**config.mk**
```make
export PLATFORM = sky130hd
export DESIGN_NAME = two_nearest_neighbor_tracker_unit
export DESIGN_NICKNAME = d
export VERILOG_FILES = /design/src/rtl/tnn_pkg.sv /design/src/rtl/tnn_ram.sv /design/src/rtl/tnn_sqdist.sv /design/src/rtl/tnn_rank.sv /design/src/rtl/two_nearest_neighbor_tracker_unit.sv
export SDC_FILE = /design/constraint.sdc
export NUM_CORES = 2
export LEC_CHECK = 0
export BUFFER_PORTS_ARGS = -buffer_cell sky130_fd_sc_hd__buf_2
export CORE_MARGIN = 4
export CORE_UTILIZATION = 40
export CTS_CLUSTER_SIZE = 16
export DETAILED_ROUTE_END_ITERATION = 8
export GPL_TIMING_DRIVEN = 0
export SLEW_MARGIN = 10
export SYNTH_ARGS = -nofsm -noshare
export SYNTH_HDL_FRONTEND = slang
export SYNTH_SLANG_ARGS = --single-unit
```
**constraint.sdc**
```tcl
create_clock -name clk_i -period 18.2 [get_ports clk_i]
set_input_delay 2.73 -clock clk_i [delete_from_list [all_inputs] [get_ports clk_i]]
set_output_delay 2.73 -clock clk_i [all_outputs]
set_load 0.05 [all_outputs]
```
**src/rtl/tnn_pkg.sv**
```systemverilog
// ----------------------------------------------------------------------------
// tnn_pkg
// Shared widths, codes and types of the two-nearest-neighbour tracker.
// ----------------------------------------------------------------------------
package tnn_pkg;

  localparam int ID_W    = 3;
  localparam int COORD_W = 16;
  localparam int REL_W   = 17;
  localparam int SQ_W    = 32;
  localparam int DIST_W  = 36;

  localparam logic [DIST_W-1:0] DIST_UNHEARD = {DIST_W{1'b1}};

  localparam logic OP_REPORT = 1'b0;
  localparam logic OP_QUERY  = 1'b1;

  typedef struct packed {
    logic signed [COORD_W-1:0] vz;
    logic signed [COORD_W-1:0] vy;
    logic signed [COORD_W-1:0] vx;
    logic signed [COORD_W-1:0] pz;
    logic signed [COORD_W-1:0] py;
    logic signed [COORD_W-1:0] px;
  } peer_rec_t;

  localparam int PEER_W = $bits(peer_rec_t);

  // request to the squared distance unit
  typedef struct packed {
    logic                    start;
    logic signed [REL_W-1:0] dx;
    logic signed [REL_W-1:0] dy;
    logic signed [REL_W-1:0] dz;
  } sqd_req_t;

endpackage

```
**src/rtl/tnn_ram.sv**
```systemverilog
// ----------------------------------------------------------------------------
// tnn_ram
// Generic simple dual-port RAM: one write port, one read port, registered read.
// ----------------------------------------------------------------------------
module tnn_ram #(
  parameter int WIDTH = 36,
  parameter int DEPTH = 8
) (
  input  logic                     clk_i,
  input  logic                     wr_en_i,
  input  logic [$clog2(DEPTH)-1:0] wr_addr_i,
  input  logic [WIDTH-1:0]         wr_data_i,
  input  logic                     rd_en_i,
  input  logic [$clog2(DEPTH)-1:0] rd_addr_i,
  output logic [WIDTH-1:0]         rd_data_o
);

  logic [WIDTH-1:0] mem_q [DEPTH];
  logic [WIDTH-1:0] rd_data_q;

  always_ff @(posedge clk_i) begin
    if (wr_en_i) begin
      mem_q[wr_addr_i] <= wr_data_i;
    end
    if (rd_en_i) begin
      rd_data_q <= mem_q[rd_addr_i];
    end
  end

  assign rd_data_o = rd_data_q;

endmodule

```
**src/rtl/tnn_sqdist.sv**
```systemverilog
// ----------------------------------------------------------------------------
// tnn_sqdist
// Squared distance dx*dx+dy*dy+dz*dz with one shared squarer over three steps.
// ----------------------------------------------------------------------------
module tnn_sqdist (
  input  logic                         clk_i,
  input  logic                         rst_ni,
  input  tnn_pkg::sqd_req_t            req_i,
  output logic                         done_o,
  output logic [tnn_pkg::DIST_W-1:0]   dist_o
);
  import tnn_pkg::*;

  logic signed [REL_W-1:0]   d_q [3];
  logic [1:0]                step_q;
  logic                      busy_q;
  logic                      done_q;
  logic [SQ_W-1:0]           prod_q;
  logic [DIST_W-1:0]         acc_q;
  logic signed [REL_W-1:0]   d_sel;
  logic signed [2*REL_W-1:0] sq_full;

  always_comb begin
    case (step_q)
      2'd1:    d_sel = d_q[1];
      2'd2:    d_sel = d_q[2];
      default: d_sel = d_q[0];
    endcase
    sq_full = d_sel * d_sel;
  end

  always_ff @(posedge clk_i or negedge rst_ni) begin
    if (!rst_ni) begin
      busy_q <= 1'b0;
      step_q <= 2'd0;
      done_q <= 1'b0;
    end else begin
      done_q <= busy_q && (step_q == 2'd3);
      if (req_i.start) begin
        busy_q <= 1'b1;
        step_q <= 2'd0;
      end else if (busy_q) begin
        step_q <= step_q + 2'd1;
        if (step_q == 2'd3) begin
          busy_q <= 1'b0;
        end
      end
    end
  end

  // product of one step is added in the next
  always_ff @(posedge clk_i) begin
    if (req_i.start) begin
      d_q[0] <= req_i.dx;
      d_q[1] <= req_i.dy;
      d_q[2] <= req_i.dz;
      acc_q  <= '0;
    end else if (busy_q) begin
      if (step_q != 2'd3) begin
        prod_q <= sq_full[SQ_W-1:0];
      end
      if (step_q != 2'd0) begin
        acc_q <= acc_q + DIST_W'(prod_q);
      end
    end
  end

  assign done_o = done_q;
  assign dist_o = acc_q;

endmodule

```
**src/rtl/tnn_rank.sv**
```systemverilog
// ----------------------------------------------------------------------------
// tnn_rank
// Running smallest and second smallest distance over a scan, lower index wins.
// ----------------------------------------------------------------------------
module tnn_rank #(
  parameter int IDX_W = 3
) (
  input  logic                       clk_i,
  input  logic                       rst_ni,
  input  logic                       clear_i,
  input  logic                       valid_i,
  input  logic [IDX_W-1:0]           idx_i,
  input  logic [tnn_pkg::DIST_W-1:0] dist_i,
  output logic [IDX_W-1:0]           best_o,
  output logic [IDX_W-1:0]           second_o
);
  import tnn_pkg::*;

  // one bit above any stored distance, so the first two entries always land
  localparam logic [DIST_W:0] SENTINEL = {1'b1, {DIST_W{1'b0}}};

  logic [DIST_W:0]  m1_q, m2_q;
  logic [IDX_W-1:0] i1_q, i2_q;
  logic [DIST_W:0]  d_ext;

  assign d_ext = {1'b0, dist_i};

  always_ff @(posedge clk_i or negedge rst_ni) begin
    if (!rst_ni) begin
      m1_q <= SENTINEL;
      m2_q <= SENTINEL;
      i1_q <= '0;
      i2_q <= '0;
    end else if (clear_i) begin
      m1_q <= SENTINEL;
      m2_q <= SENTINEL;
      i1_q <= '0;
      i2_q <= '0;
    end else if (valid_i) begin
      if (d_ext < m1_q) begin
        m2_q <= m1_q;
        i2_q <= i1_q;
        m1_q <= d_ext;
        i1_q <= idx_i;
      end else if (d_ext < m2_q) begin
        m2_q <= d_ext;
        i2_q <= idx_i;
      end
    end
  end

  assign best_o   = i1_q;
  assign second_o = i2_q;

endmodule

```
**src/rtl/two_nearest_neighbor_tracker_unit.sv**
```systemverilog
// ----------------------------------------------------------------------------
// two_nearest_neighbor_tracker_unit
// Peer table with squared distances; tracks the two nearest peers.
//
//  channel  dir  beat contents
//  s_axis   in   report (tuser 0) or query (tuser 1) with peer and own state
//  m_axis   out  report: one beat; query: rank 0 then rank 1 (tlast)
//
//  report: accept, squared distance, a scan over every entry, then the load;
//  the scan reads the distance RAM one entry a cycle
//  query: accept, read, then two beats; two reads of the peer RAM port
//  reset clears control and the per-entry valid bits; no clearing pass
//  a stalled m_axis holds the block in its output step; input waits in idle
// ----------------------------------------------------------------------------
module two_nearest_neighbor_tracker_unit #(
  parameter int PEER_COUNT = 8
) (
  input  logic         clk_i,
  input  logic         rst_ni,
  input  logic         s_axis_tvalid,
  output logic         s_axis_tready,
  // drone_id, pos_x, pos_y, pos_z, vel_x, vel_y, vel_z, own_x, own_y, own_z
  input  logic [151:0] s_axis_tdata,
  // opcode
  input  logic         s_axis_tuser,
  output logic         m_axis_tvalid,
  input  logic         m_axis_tready,
  // nearest_id, second_id, rel_x, rel_y, rel_z, rel_vx, rel_vy, rel_vz
  output logic [111:0] m_axis_tdata,
  // rank
  output logic         m_axis_tuser,
  // last
  output logic         m_axis_tlast
);
  import tnn_pkg::*;

  localparam int IDX_W = $clog2(PEER_COUNT);
  localparam int CNT_W = $clog2(PEER_COUNT + 1);

  localparam logic [2:0] S_IDLE    = 3'd0;
  localparam logic [2:0] S_DIST    = 3'd1;
  localparam logic [2:0] S_SCAN    = 3'd2;
  localparam logic [2:0] S_REP_OUT = 3'd3;
  localparam logic [2:0] S_Q_RD    = 3'd4;
  localparam logic [2:0] S_Q_OUT0  = 3'd5;
  localparam logic [2:0] S_Q_OUT1  = 3'd6;

  logic [2:0]            state_q, state_d;

  // latched input beat
  logic [ID_W-1:0]       id_q;
  peer_rec_t             rec_q;
  logic signed [COORD_W-1:0] own_x_q, own_y_q, own_z_q;

  logic [PEER_COUNT-1:0] valid_q;
  logic [IDX_W-1:0]      nearest_q, second_q;
  logic [CNT_W-1:0]      scan_cnt_q;
  logic                  rd_v_q;
  logic [IDX_W-1:0]      rd_idx_q;
  logic                  pv_q;

  logic                  out_valid_q;
  logic [111:0]          out_data_q;
  logic                  out_user_q, out_last_q;

  logic                  in_fire, out_free, id_ok;
  sqd_req_t              sqd_req;
  logic                  sqd_done;
  logic [DIST_W-1:0]     sqd_dist;

  logic                  dist_we, dist_re;
  logic [IDX_W-1:0]      dist_raddr;
  logic [DIST_W-1:0]     dist_rdata, dist_eff;
  logic                  peer_re;
  logic [IDX_W-1:0]      peer_raddr;
  logic [PEER_W-1:0]     peer_rdata;
  peer_rec_t             peer_eff;
  logic [IDX_W-1:0]      rank_best, rank_second;
  logic                  rank_clear, scan_done;

  logic signed [COORD_W-1:0] in_px, in_py, in_pz, in_ox, in_oy, in_oz;
  logic signed [REL_W-1:0]   rel_x, rel_y, rel_z, rel_vx, rel_vy, rel_vz;

  assign in_px = s_axis_tdata[18:3];
  assign in_py = s_axis_tdata[34:19];
  assign in_pz = s_axis_tdata[50:35];
  assign in_ox = s_axis_tdata[114:99];
  assign in_oy = s_axis_tdata[130:115];
  assign in_oz = s_axis_tdata[146:131];

  assign s_axis_tready = (state_q == S_IDLE);
  assign in_fire       = s_axis_tvalid && s_axis_tready;
  assign out_free      = !out_valid_q || m_axis_tready;
  assign id_ok         = (32'(id_q) < 32'(PEER_COUNT));

  assign sqd_req.start = in_fire && (s_axis_tuser == OP_REPORT);
  assign sqd_req.dx    = {in_px[COORD_W-1], in_px} - {in_ox[COORD_W-1], in_ox};
  assign sqd_req.dy    = {in_py[COORD_W-1], in_py} - {in_oy[COORD_W-1], in_oy};
  assign sqd_req.dz    = {in_pz[COORD_W-1], in_pz} - {in_oz[COORD_W-1], in_oz};

  tnn_sqdist u_sqdist (
    .clk_i  (clk_i),
    .rst_ni (rst_ni),
    .req_i  (sqd_req),
    .done_o (sqd_done),
    .dist_o (sqd_dist)
  );

  // both stores are written together when the distance is ready and the id fits the table
  assign dist_we    = (state_q == S_DIST) && sqd_done && id_ok;
  assign dist_re    = (state_q == S_SCAN) && (scan_cnt_q < CNT_W'(PEER_COUNT));
  assign dist_raddr = scan_cnt_q[IDX_W-1:0];

  tnn_ram #(.WIDTH(DIST_W), .DEPTH(PEER_COUNT)) u_dist_ram (
    .clk_i     (clk_i),
    .wr_en_i   (dist_we),
    .wr_addr_i (IDX_W'(id_q)),
    .wr_data_i (sqd_dist),
    .rd_en_i   (dist_re),
    .rd_addr_i (dist_raddr),
    .rd_data_o (dist_rdata)
  );

  assign peer_re    = (state_q == S_Q_RD) || ((state_q == S_Q_OUT0) && out_free);
  assign peer_raddr = (state_q == S_Q_RD) ? nearest_q : second_q;

  tnn_ram #(.WIDTH(PEER_W), .DEPTH(PEER_COUNT)) u_peer_ram (
    .clk_i     (clk_i),
    .wr_en_i   (dist_we),
    .wr_addr_i (IDX_W'(id_q)),
    .wr_data_i (rec_q),
    .rd_en_i   (peer_re),
    .rd_addr_i (peer_raddr),
    .rd_data_o (peer_rdata)
  );

  // unheard entries read as the largest distance and an all-zero peer record
  assign dist_eff = valid_q[rd_idx_q] ? dist_rdata : DIST_UNHEARD;
  assign peer_eff = pv_q ? peer_rec_t'(peer_rdata) : '0;

  assign rank_clear = (state_q == S_DIST) && sqd_done;
  assign scan_done  = rd_v_q && (rd_idx_q == IDX_W'(PEER_COUNT - 1));

  tnn_rank #(.IDX_W(IDX_W)) u_rank (
    .clk_i    (clk_i),
    .rst_ni   (rst_ni),
    .clear_i  (rank_clear),
    .valid_i  (rd_v_q),
    .idx_i    (rd_idx_q),
    .dist_i   (dist_eff),
    .best_o   (rank_best),
    .second_o (rank_second)
  );

  assign rel_x  = {peer_eff.px[COORD_W-1], peer_eff.px} - {own_x_q[COORD_W-1], own_x_q};
  assign rel_y  = {peer_eff.py[COORD_W-1], peer_eff.py} - {own_y_q[COORD_W-1], own_y_q};
  assign rel_z  = {peer_eff.pz[COORD_W-1], peer_eff.pz} - {own_z_q[COORD_W-1], own_z_q};
  assign rel_vx = {peer_eff.vx[COORD_W-1], peer_eff.vx} - {rec_q.vx[COORD_W-1], rec_q.vx};
  assign rel_vy = {peer_eff.vy[COORD_W-1], peer_eff.vy} - {rec_q.vy[COORD_W-1], rec_q.vy};
  assign rel_vz = {peer_eff.vz[COORD_W-1], peer_eff.vz} - {rec_q.vz[COORD_W-1], rec_q.vz};

  always_comb begin
    state_d = state_q;
    unique case (state_q)
      S_IDLE: begin
        if (in_fire) begin
          state_d = (s_axis_tuser == OP_QUERY) ? S_Q_RD : S_DIST;
        end
      end
      S_DIST: begin
        if (sqd_done) begin
          state_d = S_SCAN;
        end
      end
      S_SCAN: begin
        if (scan_done) begin
          state_d = S_REP_OUT;
        end
      end
      S_REP_OUT: begin
        if (out_free) begin
          state_d = S_IDLE;
        end
      end
      S_Q_RD: begin
        state_d = S_Q_OUT0;
      end
      S_Q_OUT0: begin
        if (out_free) begin
          state_d = S_Q_OUT1;
        end
      end
      S_Q_OUT1: begin
        if (out_free) begin
          state_d = S_IDLE;
        end
      end
      default: begin
        state_d = S_IDLE;
      end
    endcase
  end

  always_ff @(posedge clk_i or negedge rst_ni) begin
    if (!rst_ni) begin
      state_q     <= S_IDLE;
      valid_q     <= '0;
      nearest_q   <= IDX_W'(0);
      second_q    <= IDX_W'(1);
      scan_cnt_q  <= '0;
      rd_v_q      <= 1'b0;
      out_valid_q <= 1'b0;
    end else begin
      state_q <= state_d;
      rd_v_q  <= dist_re;
      if (dist_we) begin
        valid_q[IDX_W'(id_q)] <= 1'b1;
      end
      if (rank_clear) begin
        scan_cnt_q <= '0;
      end else if (dist_re) begin
        scan_cnt_q <= scan_cnt_q + CNT_W'(1);
      end
      if (m_axis_tready) begin
        out_valid_q <= 1'b0;
      end
      if (out_free && ((state_q == S_REP_OUT) || (state_q == S_Q_OUT0) ||
                       (state_q == S_Q_OUT1))) begin
        out_valid_q <= 1'b1;
      end
      if ((state_q == S_REP_OUT) && out_free) begin
        nearest_q <= rank_best;
        second_q  <= rank_second;
      end
    end
  end

  always_ff @(posedge clk_i) begin
    if (in_fire) begin
      id_q    <= s_axis_tdata[2:0];
      rec_q   <= peer_rec_t'(s_axis_tdata[98:3]);
      own_x_q <= in_ox;
      own_y_q <= in_oy;
      own_z_q <= in_oz;
    end
    if (dist_re) begin
      rd_idx_q <= dist_raddr;
    end
    if (peer_re) begin
      pv_q <= valid_q[peer_raddr];
    end
    if (out_free) begin
      if (state_q == S_REP_OUT) begin
        out_data_q <= {106'd0, ID_W'(rank_second), ID_W'(rank_best)};
        out_user_q <= 1'b0;
        out_last_q <= 1'b1;
      end else if ((state_q == S_Q_OUT0) || (state_q == S_Q_OUT1)) begin
        out_data_q <= {4'd0, rel_vz, rel_vy, rel_vx, rel_z, rel_y, rel_x,
                       ID_W'(second_q), ID_W'(nearest_q)};
        out_user_q <= (state_q == S_Q_OUT1);
        out_last_q <= (state_q == S_Q_OUT1);
      end
    end
  end

  assign m_axis_tvalid = out_valid_q;
  assign m_axis_tdata  = out_data_q;
  assign m_axis_tuser  = out_user_q;
  assign m_axis_tlast  = out_last_q;

  a_two_distinct: assert property (@(posedge clk_i) disable iff (!rst_ni)
    nearest_q != second_q)
    else $error("nearest and second index coincide");

  a_index_range: assert property (@(posedge clk_i) disable iff (!rst_ni)
    (32'(nearest_q) < 32'(PEER_COUNT)) && (32'(second_q) < 32'(PEER_COUNT)))
    else $error("tracked index beyond table");

  a_second_is_last: assert property (@(posedge clk_i) disable iff (!rst_ni)
    m_axis_tvalid && m_axis_tuser |-> m_axis_tlast)
    else $error("second-rank beat without tlast");

  a_done_in_dist: assert property (@(posedge clk_i) disable iff (!rst_ni)
    sqd_done |-> (state_q == S_DIST))
    else $error("distance finished outside its step");

  a_scan_then_out: assert property (@(posedge clk_i) disable iff (!rst_ni)
    scan_done |=> (state_q == S_REP_OUT))
    else $error("scan end not followed by report beat");

endmodule

```
Yosys cells after proc, flatten, opt, wreduce, memory -nomap -nowiden
Memories as Yosys holds them, arrays and structs flattened. A register that Yosys moved wholly into a read port is not among the register bits.
Index checks and enable logic that the tools add are counted.

operators by class
  $add $sub $neg = 12
  $mul = 1
  magnitude comparators = 7
  eq/ne operators = 16
  multiplexer cells = 47
  bitwise gates (word level) = 3
  reductions and logical operators = 32

operator list
  kind                                                         number
  2-to-1 mux 37 bit                                            7
  subtractor 16 x 16 -> 17 bit                                 9
  2-to-1 mux 108 bit                                           1
  2-to-1 mux 96 bit                                            1
  less-than comparator 36 x 37 -> 1 bit                        2
  2-to-1 mux 3 bit                                             14
  adder 36 x 32 -> 36 bit                                      1
  2-to-1 mux 36 bit                                            1
  case mux 17 bit (2 select lines)                             1
  multiplier 17 x 17 -> 32 bit                                 1
  case mux 3 bit (6 select lines)                              1
  nonzero test 2 bit                                           7
  2-to-1 mux 1 bit                                             13
  equality test 3 bit (second input constant)                  4
  less-than comparator 3 x 4 -> 1 bit (second input constant)  3
  logical AND 1 bit                                            10
  2-to-1 mux 4 bit                                             2
  bitwise OR 8 bit                                             1
  AND reduction 2 bit                                          4
  binary-select mux 1 bit (select 3 bit)                       2
  equality test 3 x 2 -> 1 bit (second input constant)         2
  2-to-1 mux 6 bit                                             1
  != test 2 x 1 -> 1 bit (second input constant)               3
  != test 2 bit (second input constant)                        3
  other kinds (17)                                             24

storage, ports and cells
  flip-flop bits (word level) = 436
  bits in writable memories = 1107
  bits of input ports = 157
  output and inout bits = 116
  logic and storage cells = 153
  memories kept = 3

memory list
  name              depth  width  rd ports  clocked after Yosys merged registers in  write ports  line              RTL
  u_peer_ram.mem_q  8      96     1         1                                        1            tnn_ram.sv:18     logic [WIDTH-1:0] mem_q [DEPTH];
  u_dist_ram.mem_q  8      36     1         1                                        1            tnn_ram.sv:18
  u_sqdist.d_q      3      17     3         0                                        3            tnn_sqdist.sv:14  logic signed [REL_W-1:0] d_q [3];

Longest topological paths before layout
  depth in word-level cells = 8
  depth in mapped cells = 31
  mapped depth without buffers = 28

Hierarchy
Synthesis repeated with hierarchy kept, for this count alone.

second synthesis, totals
  cell total of the unflattened synthesis = 5586
  area, all modules = 82332.7 µm²

modules (own cells, without submodules)
  module                             instances  cells each  area an instance (µm²)  seq. area each (µm²)
  tnn_ram (u_peer_ram)               1          1219        31766.7                 25944.9
  two_nearest_neighbor_tracker_unit  1          1722        17785.8                 8414.3
  tnn_sqdist                         1          1570        15160.8                 3283.1
  tnn_ram (u_dist_ram)               1          465         12223.0                 9729.3
  tnn_rank                           1          610         5396.4                  2004.4

Worst setup path after synthesis
No wires, ideal clock.

  path type = reg-to-reg
  start point = register state_q[0]
  end point = register valid_q[0]
  setup time = 0.144 ns
  data arrival time = 14.368 ns
  required time = 18.056 ns
  setup slack = 3.687 ns
  cell stages (with the launch flop) = 6
  path buffers = 1
  period minus slack after synthesis = 14.513 ns
  cell sequence = dfrtp_1 -> clkbuf_1 -> and2_1 -> nand2_1 -> nor4_1 -> or2_2

on the way
  longest elaborated chain between the ends = 2

ends and longest elaborated chain
  item                            line                                      RTL
  start: declaration              two_nearest_neighbor_tracker_unit.sv:48   logic [2:0] state_q, state_d;
  start signal: assignment        two_nearest_neighbor_tracker_unit.sv:214  state_q <= state_d;
  equality test 3 x 1 -> 1 bit    two_nearest_neighbor_tracker_unit.sv:110  assign dist_we = (state_q == S_DIST) && sqd_done && id_ok;
  logical AND 1 bit               two_nearest_neighbor_tracker_unit.sv:110
  end signal: assignment          two_nearest_neighbor_tracker_unit.sv:207  valid_q <= '0;
  end signal: indexed assignment  two_nearest_neighbor_tracker_unit.sv:217  valid_q[IDX_W'(id_q)] <= 1'b1;
  end: declaration                two_nearest_neighbor_tracker_unit.sv:55   logic [PEER_COUNT-1:0] valid_q;

Every way passes these cells.
A chain may end at the register's enable or synchronous reset.

Worst setup path after layout
  start point = register u_sqdist.step_q[0]
  end point = register u_sqdist.prod_q[30] (data pin)

on the way
  longest elaborated chain between the ends = 3
  elaborated cells on any way between the ends = 4
  those cells by class = mul (1); eq/ne (2); mux (1)

ends and longest elaborated chain
  item                                                                        line              RTL
  start: declaration                                                          tnn_sqdist.sv:15  logic [1:0] step_q;
  start signal: assignment                                                    tnn_sqdist.sv:43  step_q <= step_q + 2'd1;
  equality test 2 bit / equality test 2 x 1 -> 1 bit (equally long branches)  tnn_sqdist.sv:24  case (step_q)
  case mux 17 bit (2 select lines) *                                          tnn_sqdist.sv:24
  multiplier 17 x 17 -> 32 bit *                                              tnn_sqdist.sv:29  sq_full = d_sel * d_sel;
  named net u_sqdist.sq_full[30]                                              tnn_sqdist.sv:21  logic signed [2*REL_W-1:0] sq_full;
  end signal: assignment                                                      tnn_sqdist.sv:60  prod_q <= sq_full[SQ_W-1:0];
  end: declaration                                                            tnn_sqdist.sv:18  logic [SQ_W-1:0] prod_q;

The timed path passes the listed nets; every way through them passes the cells marked *.

==> summary.txt <==
Timing
  – Fin Clk Skew: roughly 0.049 ns
  – Fmax: 0.108 GHz
  – Min Tclk post-route: 9.26 ns
  – Final setup viols: 0
  – Hold Fails Final Rpt: 0
  – Slew headroom: 8.90%
  – Final worst slack: 8.94 ns
  – RSZ-0062 raised after global routing: no
  – Fin crit share: 50.9%
  – Max-slew violation count: 0
  – Slew at the pin closest to its max-slew limit: 1.37 ns

Logic synthesis
  – Share of synthesized flip-flops with an asynchronous set or reset: 6.39%
  – Synth top area cells: edfxtp_1 57%, mux4_2 7.5%, fa_1 6.6%, ha_1 5.1%, dfrtp_1 3.2%
  – Yosys top cell area share: 57.1%
  – Commonest cells in the netlist: 1531 x edfxtp_1, 620 x inv_1, 347 x nor2_1, 329 x ha_1, 292 x nand2_1
  – Post-synth cell types: 76
  – Synth Flop Type: edfxtp_1
  – Syn Area/Cell: 15.0 sq um
  – Cell Area, Synth: 80500 sq um
  – Most frequent cell after synthesis: edfxtp_1
  – Seq cells post-synth: 1674
  – Mapped Cells: about 5400
  – EDFF count, synth: 1531
  – Yosys warnings: 0
  – Yosys top cell by area: edfxtp_1
  – Sequential area share after synthesis: 61.3%

CTS
  – H-tree depth: 4
  – Clk_lat worst skew: 0.81 ns
  – CTS root buf: clkbuf_16
  – Clock buffer depth: 3
  – CTS Buf Count: 174
  – Clk slew on worst S/H paths: approximately 0.06 ns
  – CTS tree: yes
  – Resized cells post-CTS: 0
  – Num Clock Sinks: 1674
  – Post-CTS Setup Inserts: 0
  – CTS Hold Bufs: 0

Route
  – Via Count: around 47000
  – DR iter-0 viols: ~4100
  – Vias per cell: 5.33
  – Drt first pass iters: 5
  – DR WL/cell: 23.7 um
  – Final ANT Viol Nets: 0
  – Total Wirelength: roughly 210000 um
  – Residual DRC count: 0

Job
  – Maxcap violations: 0

Critical path
  – CP Class: reg -> reg
  – Critical Path AT: between 9 and 10 ns
  – Worst setup EP type: flop
  – CP max FO: 10
  – Worst Setup SP: u_sqdist.step_q[0]
  – RR Startpoint: u_sqdist.step_q[0]
  – Critical path required time: 18.81 ns
  – Startpoint types: flop

Placed design
  – Post-DP HPWL: ~150000 um
  – GPL Wtd Cong: 0.876
  – Port bufs: 263
  – Post-place instance area: around 87000 sq um
  – Setup WS pre-CTS: 9.12 ns

Global routing
  – Antenna violations before repair: 15
  – First-pass GRT wire length: 309000 um
  – GRT Resource Usage Total: 19.8%
  – GR Overflow Total: 0
  – Pin count of the biggest net entering global routing: 82
  – Vias in the first global route: 47400

Layout
  – Layout cells sized above 1: 19.4%
  – Area Growth Syn to Fin: 15.9%
  – Final instance area: 93300 sq um
  – Final Net Count: 6734

Die
  – Initial core utilization: just over 40%
  – Top-Level Pins: 273
  – Core Area: 200000 sq um
  – Die height: 457 um
  – Die area: 209000 sq um
  – DIE WIDTH: roughly 460 um
  – FP Rows: 164

Worst hold path
  – Min-delay src: scan_cnt_q[2]
  – Hold Crit Class: reg -> reg

Run status
  – Status: finished clean
[cells by family (layout without fill, tap and decap cells)]
kind of cell | after synthesis | count (layout) | synth area share (%)
AO/OA/AOI/OAI | 623 | 623 | 5.13
XOR/XNOR | 154 | 154 | 1.68
adder cells (fa/ha/maj) | 594 | 594 | 11.7
buffers and inverters | 806 | 1558 | 3.82
flip-flops | 1674 | 1674 | 61.3
multiplexers | 467 | 467 | 10.2
other | 1 | 12 | 0.00466
AND/OR/NAND/NOR | 1055 | 1055 | 6.12
[placed cells by master (no fill, tap or decap), types with 40 or more instances in the layout]
cell type | netlist | final
ha_1 | 329 | 329
dfrtp_1 | 104 | 104
clkbuf_16 | 0 | 174
mux2i_1 | 54 | 51
xor2_1 | 51 | 51
fa_1 | 265 | 265
edfxtp_1 | 1531 | 1531
nand3_1 | 55 | 55
mux2_2 | 140 | 140
a21o_1 | 62 | 62
inv_1 | 620 | 620
mux4_2 | 268 | 268
nor2b_1 | 40 | 40
o21ai_0 | 102 | 102
o211ai_1 | 54 | 54
and2_1 | 100 | 99
buf_2 | 19 | 288
xnor2_1 | 103 | 103
clkbuf_1 | 128 | 157
buf_4 | 8 | 88
nand2_1 | 292 | 292
nor3_1 | 63 | 58
a21oi_1 | 162 | 160
a211oi_1 | 56 | 56
nor2_1 | 347 | 341
[routing by layer]
| metal | vias to the layer above | wire [um] | part of all wire, % | GRT usage, % |
|---|---|---|---|---|
| li1 | 21000 | - | - | - |
| met3 | 326 | 13100 | 6.3 | 3.11 |
| met1 | 24100 | 88600 | 42 | 27.4 |
| met4 | 6 | 7030 | 3.4 | 6.54 |
| met5 | - | 36 | 0.017 | 0 |
| met2 | 1539 | 99800 | 48 | 32.2 |
[layout make-up]
class / count / area [sq um]
clock buffer: 218 / 4570
sequential: 1674 / 49400
tap: 2656 / 3320
timing repair buffer: 430 / 3460
antenna: 8 / 20.0
clock inverter: 104 / 1290
buffer: 181 / 749
multi-input combinational: 2897 / 28200
inverter: 625 / 2350
fill: 17400 / 107000
[per-stage QoR]
step | std cells | TNS, ns | util (%) | hold slack (ns)
6_report | 8793 | 0 | 46.7 | 0.480
5_1_grt | 8786 | 0 | 46.7 | 0.493
3_5_place_dp | 8463 | 0 | 43.7 | 0.464
2_1_floorplan | 5377 | 0 | - | 0.443
4_1_cts | 8785 | 0 | 46.7 | 0.478
3_3_place_gp | 8296 | -4350.65 | 42.6 | 0.453
[flip-flops by register name, summed over array words and instances, names as in the netlist, 37 cells and up]
signal,count
u_peer_ram.rd_data_o,96
u_sqdist.d_q,51
rec_q,96
u_peer_ram.mem_q,768
u_dist_ram.mem_q,288
u_rank.m1_q,37
m_axis_tdata,108
u_rank.m2_q,37
[path summary, 6_finish.rpt]
path | end | slack [ns] | cells past startpoint
setup / recovery | u_sqdist.prod_q[30] | 8.94 | 27
hold / removal | rd_idx_q[2] | 0.48 | 0
setup reg to reg | u_sqdist.prod_q[30] | 8.94 | 27
hold reg to reg | rd_idx_q[2] | 0.48 | 0
max in group asynchronous | u_rank.m1_q[11] | 15.58 | 2
min in group asynchronous | m_axis_tvalid | 1.83 | 1
[critical path, cell delays in order, from the launching register on]
cell and delay (ns):
dfrtp_1 0.42, inv_1 0.09, ha_1 0.28, clkbuf_1 0.32, clkbuf_1 0.36, buf_1 0.42
nor2_1 0.11, a21oi_1 0.53, clkbuf_1 0.61, nand2_1 0.17, fa_1 0.62, inv_1 0.07
fa_1 0.51, inv_1 0.06, fa_1 0.52, inv_1 0.05, fa_1 0.44, fa_1 0.51
fa_1 0.41, ha_1 0.34, and4_1 0.29, nand2_1 0.07, o21ai_0 0.54, o21ai_0 0.39
o211ai_1 0.32, nand3_1 0.15, o21ai_0 0.22, xor2_1 0.24
Power is left out: the tool's default activity adds up to more than one toggle a clock period on the data nets, which glitch-free logic cannot reach.
